--- src/rtl/lkvc_pkg.sv ---
// Types and constants of the LRU key-value cache.
// Used by lru_key_value_cache, lkvc_checker and tb_top; no dependencies.
package lkvc_pkg;

  localparam int ENTRIES = 16;
  localparam int IDX_W   = (ENTRIES > 1) ? $clog2(ENTRIES) : 1;
  localparam int CNT_W   = $clog2(ENTRIES + 1);
  localparam int CAP_W   = 5;
  localparam int CMP_W   = (CAP_W > CNT_W) ? CAP_W : CNT_W;
  localparam int DATA_W  = 32;

  localparam logic [CAP_W-1:0]  CAP_RESET  = CAP_W'(16);
  localparam logic [DATA_W-1:0] MISS_VALUE = '1;

  typedef enum logic {
    OP_GET = 1'b0,
    OP_PUT = 1'b1
  } opcode_t;

  typedef struct packed {
    opcode_t                   opcode;
    logic signed [DATA_W-1:0]  lookup_key;
    logic signed [DATA_W-1:0]  store_value;
  } req_t;

  typedef struct packed {
    logic                      hit;
    logic signed [DATA_W-1:0]  read_value;
  } rsp_t;

  // Clamp the capacity register to 1..ENTRIES.
  function automatic logic [CNT_W-1:0] cap_clamp(input logic [CAP_W-1:0] cap);
    logic [CMP_W-1:0] c;
    logic [CNT_W-1:0] res;
    c = CMP_W'(cap);
    if (c == '0) begin
      res = CNT_W'(1);
    end else if (c > CMP_W'(ENTRIES)) begin
      res = CNT_W'(ENTRIES);
    end else begin
      res = CNT_W'(c);
    end
    return res;
  endfunction

endpackage

--- src/rtl/lru_key_value_cache.sv ---
// LRU key-value cache: fully associative, ENTRIES slots, least recent evicted.
// A get is captured in the request register when accepted; its result beat is then registered in the result register.
// Throughput: one request per cycle while busy is low; each beat is resolved in a single pass
// from the request register to the result register. Results cannot be stalled.
// Reset (rst_n low, synchronous): cache empty, capacity 16, busy for one cycle.
module lru_key_value_cache
  import lkvc_pkg::*;
(
  input  logic             clk,
  input  logic             rst_n,
  input  logic             start,
  output logic             busy,
  input  req_t             in_req,
  output logic             out_valid,
  output rsp_t             out_rsp,
  input  logic             cfg_valid,
  output logic             cfg_ready,
  input  logic [CAP_W-1:0] cfg_data
);

  logic                     busy_r;
  logic                     in_vld_r;
  req_t                     in_r;
  logic [CAP_W-1:0]         cap_r;
  logic [CNT_W-1:0]         count_r;
  logic [CNT_W-1:0]         count_nxt;
  logic [ENTRIES-1:0]       valid_r;
  logic [ENTRIES-1:0]       valid_nxt;
  logic [IDX_W-1:0]         rank_r   [ENTRIES];
  logic [IDX_W-1:0]         rank_nxt [ENTRIES];
  logic [DATA_W-1:0]        keys_r   [ENTRIES];
  logic [DATA_W-1:0]        vals_r   [ENTRIES];
  logic                     out_valid_r;
  rsp_t                     rsp_r;

  logic [ENTRIES-1:0]       match;
  logic [ENTRIES-1:0]       victim;
  logic [ENTRIES-1:0]       after_evict;
  logic [ENTRIES-1:0]       free_slots;
  logic [ENTRIES-1:0]       ins_oh;
  logic [ENTRIES-1:0]       wr_val;
  logic [IDX_W-1:0]         prom     [ENTRIES];
  logic                     hit;
  logic [DATA_W-1:0]        hit_val;
  logic [IDX_W-1:0]         hit_rank;
  logic [IDX_W-1:0]         oldest;
  logic [CNT_W-1:0]         cap_eff;
  logic                     is_put;
  logic                     upd_evict;
  logic                     ins_evict;
  logic                     do_insert;

  assign busy      = busy_r;
  assign cfg_ready = ~busy_r;
  assign out_valid = out_valid_r;
  assign out_rsp   = rsp_r;

  always_comb begin
    hit_val  = '0;
    hit_rank = '0;
    for (int i = 0; i < ENTRIES; i++) begin
      match[i] = valid_r[i] && (keys_r[i] == in_r.lookup_key);
      if (match[i]) begin
        hit_val  = hit_val | vals_r[i];
        hit_rank = hit_rank | rank_r[i];
      end
    end
    hit = |match;
  end

  // Ranks of live entries are a permutation of 0..count-1, so the least
  // recent entry is the one holding rank count-1.
  always_comb begin
    cap_eff   = cap_clamp(cap_r);
    oldest    = IDX_W'(count_r - CNT_W'(1));
    is_put    = in_vld_r && (in_r.opcode == OP_PUT);
    upd_evict = is_put && hit && (count_r > cap_eff);
    ins_evict = is_put && !hit && (count_r >= cap_eff);
    do_insert = is_put && !hit;
    for (int i = 0; i < ENTRIES; i++) begin
      if (match[i]) begin
        prom[i] = '0;
      end else if (valid_r[i] && (rank_r[i] < hit_rank)) begin
        prom[i] = rank_r[i] + IDX_W'(1);
      end else begin
        prom[i] = rank_r[i];
      end
      victim[i] = valid_r[i] &&
                  ((upd_evict && (prom[i] == oldest)) ||
                   (ins_evict && (rank_r[i] == oldest)));
    end
    after_evict = valid_r & ~victim;
    free_slots  = ~after_evict;
    ins_oh      = do_insert ? (free_slots & (~free_slots + ENTRIES'(1))) : '0;
    wr_val      = ins_oh | ((is_put && hit) ? match : '0);
  end

  always_comb begin
    valid_nxt = valid_r;
    count_nxt = count_r;
    for (int i = 0; i < ENTRIES; i++) begin
      rank_nxt[i] = rank_r[i];
    end
    if (in_vld_r) begin
      if (hit) begin
        for (int i = 0; i < ENTRIES; i++) begin
          rank_nxt[i] = prom[i];
        end
        valid_nxt = after_evict;
        count_nxt = count_r - {{(CNT_W-1){1'b0}}, upd_evict};
      end else if (do_insert) begin
        for (int i = 0; i < ENTRIES; i++) begin
          rank_nxt[i] = ins_oh[i] ? '0 : (rank_r[i] + IDX_W'(1));
        end
        valid_nxt = after_evict | ins_oh;
        count_nxt = count_r - {{(CNT_W-1){1'b0}}, ins_evict} + CNT_W'(1);
      end
    end
  end

  always_ff @(posedge clk) begin
    if (!rst_n) begin
      busy_r      <= 1'b1;
      in_vld_r    <= 1'b0;
      cap_r       <= CAP_RESET;
      count_r     <= '0;
      valid_r     <= '0;
      out_valid_r <= 1'b0;
      for (int i = 0; i < ENTRIES; i++) begin
        rank_r[i] <= '0;
      end
    end else begin
      busy_r      <= 1'b0;
      in_vld_r    <= start && !busy_r;
      count_r     <= count_nxt;
      valid_r     <= valid_nxt;
      out_valid_r <= in_vld_r && (in_r.opcode == OP_GET);
      for (int i = 0; i < ENTRIES; i++) begin
        rank_r[i] <= rank_nxt[i];
      end
      if (cfg_valid && cfg_ready) begin
        cap_r <= cfg_data;
      end
    end
  end

  always_ff @(posedge clk) begin
    if (start && !busy_r) begin
      in_r <= in_req;
    end
    rsp_r.hit        <= hit;
    rsp_r.read_value <= hit ? hit_val : MISS_VALUE;
    for (int i = 0; i < ENTRIES; i++) begin
      if (in_vld_r && ins_oh[i]) begin
        keys_r[i] <= in_r.lookup_key;
      end
      if (in_vld_r && wr_val[i]) begin
        vals_r[i] <= in_r.store_value;
      end
    end
  end

endmodule

--- config.mk ---
export PLATFORM = sky130hd
export DESIGN_NAME = lru_key_value_cache
export DESIGN_NICKNAME = d
export VERILOG_FILES = /design/src/rtl/lkvc_pkg.sv /design/src/rtl/lru_key_value_cache.sv
export SDC_FILE = /design/constraint.sdc
export NUM_CORES = 2
export LEC_CHECK = 0
export ABC_AREA = 1
export BUFFER_PORTS_ARGS = -buffer_cell sky130_fd_sc_hd__buf_2
export CORE_ASPECT_RATIO = 1.1
export CORE_MARGIN = 2
export CORE_UTILIZATION = 62
export DETAILED_ROUTE_END_ITERATION = 8
export GPL_TIMING_DRIVEN = 1
export HOLD_SLACK_MARGIN = 0.12
export PLACE_DENSITY = 0.75
export SYNTH_ARGS = -nofsm -noshare
export SYNTH_HDL_FRONTEND = slang
export SYNTH_SLANG_ARGS = --single-unit
export TNS_END_PERCENT = 50
--- constraint.sdc ---
create_clock -name clk -period 14.2 [get_ports clk]
set_input_delay 0 -clock clk [delete_from_list [all_inputs] [get_ports clk]]
set_output_delay 0 -clock clk [all_outputs]
set_load 0.1 [all_outputs]
==> impl_metrics.tcl <==
set metrics [dict create \
    status "finished clean" \
    ys_seq_area_frac 0.5754 \
    multi_input_comb_area_um2 22050 \
    cpMostUsedCell "nand2_1" \
    syn-cell-area_um2 61220 \
    rows 120 \
    synthArstFlopShare 0 \
    slew_violations 0 \
    synth_top_area_cell "edfxtp_1" \
    layout_common_cells "nand2_1, edfxtp_1, inv_1, nand3_1, nor2_1" \
    syn_area_per_cell_um2 9.122 \
    io_pins 110 \
    synthFlopType "edfxtp_1" \
    r2r_slack_ns 5.22 \
    synth.distinct_cells 60 \
    grtUsageTotal 0.4442 \
    startpoint_type "flip-flop" \
    start_util 0.6273 \
    synthCells 6711 \
    drc 0 \
    cts_made_buffers 119 \
    layout.nets 7078 \
    seq_area_um2 35220 \
    drt-total-wl_um 228800 \
    p_per_area_nw_per_um2 112.7 \
    crit_path_end_kind "flip-flop" \
    synth_nets 6863 \
    grt_pass1_wl_um 329500 \
    slowest_stage "nor2_4" \
    syn_to_final_growth_pct 12.56 \
    synth_top_area_frac 0.5342 \
    hold_viol 0 \
    dieHeight_um 333.6 \
    insertion_delay_ns 0.76 \
    coreArea_um2 97590 \
    die_area_um2 101300 \
    drive_gt1_frac 0.07966 \
    root_buffer "clkbuf_16" \
    r2r_cells 28 \
    io_buffers 109 \
    grt_overflow 0 \
    cap_violations 0 \
    worstReg2RegStart "in_r[43]" \
    leakagePower_nw 27.89 \
    crit_arrival_ns 9.35 \
    worstMarginPinSlew_ns 1.145 \
    ant_nets 0 \
    synth_edf_count 1089 \
    crit_type "flip-flop to flip-flop" \
    ys_warn_count 0 \
    vias 53210 \
    cts_tree "done" \
    fillers 7328 \
    cp_max_fo 51 \
    post_cts_resized 0 \
    antenna_found_initial 5 \
    min_from "rst_n" \
    setup_viol 0 \
    grt_max_degree 119 \
    max_stage_delay_ns 0.81 \
    place.gp.congestion 1.056 \
    skew_ns 0.03993 \
    synthTopCellsByArea "edfxtp_1, nand2_1, nand3_1" \
    tns_ns 0 \
    avgViaCountPerCell 6.401 \
    max_clock_freq_mhz 111.4 \
    drt-initial-drc-count 7916 \
    min_path_type "input port to flip-flop" \
    layout_commonest_cell "nand2_1" \
    hold_depth 3 \
    peakVddDrop_mv 0.1813 \
    path_clk_slew_ns 0.06 \
    post-cts-setup-buffer-count 0 \
    grt_pass1_vias 51050 \
    htreeDepth 3 \
    ys_ff_latch 1215 \
    cts_hold_buf 153 \
    rsz0062_at_grt "no" \
    clock_sinks 1215 \
    routedWlPerCell_um 27.53 \
    firstDrtPassIters 8 \
    critical_path_required_ns 14.58 \
    relSlewSlack 0.2323 \
    dieWidth_um 303.6 \
    fin_hold_ws_ns 0.2693 \
    place_hpwl_um 138500 \
    cts_buffer_depth 3 \
    rr_endpoint "vals_r[0][36]" \
    period_minus_slack_ns 8.975 \
    hold_end "busy" \
    fin_crit_sh 0.6320 \
]
-- cell usage after synthesis, drive strengths merged, types with 7 or more instances --
cell,number
edfxtp,1089
nand3,698
inv,755
nor4,35
nor2,682
buf,112
nand3b,24
and2,10
clkbuf,178
nor3,32
nand2,1771
a31oi,18
nor3b,7
clkinv,7
o21ai,444
o2111a,62
o41ai,10
nand4,169
or2,18
o21bai,11
ha,78
xor2,69
o22ai,57
a21oi,105
xnor2,94
dfxtp,126
a211oi,19
-- per-stage QoR --
step             util  instances  power (mW)  setup slack (ns)  instance area, µm²
2_1_floorplan       -       6711       4.235             6.785               61220
6_report       0.7061       8312       7.767             5.225               68910
5_1_grt        0.7060       8311       7.916             4.944               68900
4_1_cts        0.7060       8311       7.725             5.602               68900
3_3_place_gp   0.6476       7933       4.383             5.814               63200
3_5_place_dp   0.6476       7933       4.388             5.653               63200
-- worst max-delay path: cells and delay by family, from the launching register on --
family / cells / cell delay, ns
compound gates: 2 / 0.24
buf+inv: 8 / 3.39
flops: 1 / 0.32
simple gates: 18 / 4.45
-- power breakdown --
part / internal [mW] / switching (mW) / leakage (nW) / total (mW)
clock: 1.93 / 1.47 / 2.03 / 3.40
sequential: 3.90 / 0.0400 / 10.8 / 3.94
combinational: 0.126 / 0.301 / 15.0 / 0.427
-- state kept, by name (all words and copies together) (netlist names) --
signal / flops
cap_r: 5
vals_r: 512
keys_r: 512
in_vld_r: 1
out_rsp: 33
in_r: 65
count_r: 5
busy: 1
out_valid: 1
rank_r: 64
valid_r: 16
-- cells by family (layout without fill, tap and decap cells) --
logic type | count (synthesis) | count (layout) | synth area share
AND/OR/NAND/NOR | 3462 | 3462 | 0.2441
flip-flops | 1215 | 1215 | 0.5754
buffers and inverters | 1052 | 1371 | 0.06976
AO/OA/AOI/OAI | 741 | 741 | 0.07151
XOR/XNOR | 163 | 163 | 0.02332
adder cells (fa/ha/maj) | 78 | 78 | 0.01594
other | 0 | 1 | 0
-- per-layer routing --
layer | share of wire | track usage | vias up
met2 | 0.44 | 0.6809 | 4329
met3 | 0.14 | 0.09760 | 1020
met1 | 0.34 | 0.5585 | 24740
met4 | 0.083 | 0.3279 | 8
met5 | 0.00019 | 0.0009492 | -
li1 | - | - | 23110
-- area by class of cell --
class                           instances  share of cell area
Sequential cell                      1215              0.5112
Multi-Input combinational cell       4444              0.3199
Clock buffer                          136             0.04487
Timing Repair Buffer                  384             0.04343
Inverter                              762             0.04160
Tap cell                             1281             0.02326
Clock inverter                         89             0.01569
Antenna cell                            1          0.00003632
-- worst max-delay path by stage --
stage	from	end	slack, ns	depth (start not counted)
after floorplan	in_r[35]	vals_r[0][32]	6.78	26
after global placement	in_r[45]	vals_r[0][61]	5.81	28
after detailed placement	in_r[45]	vals_r[0][50]	5.65	28
after CTS	in_r[45]	vals_r[0][39]	5.60	28
after global routing	in_r[43]	vals_r[0][50]	4.94	28
final	in_r[43]	vals_r[0][36]	5.22	28
No activity file was read; power rests on OpenSTA's default activity.
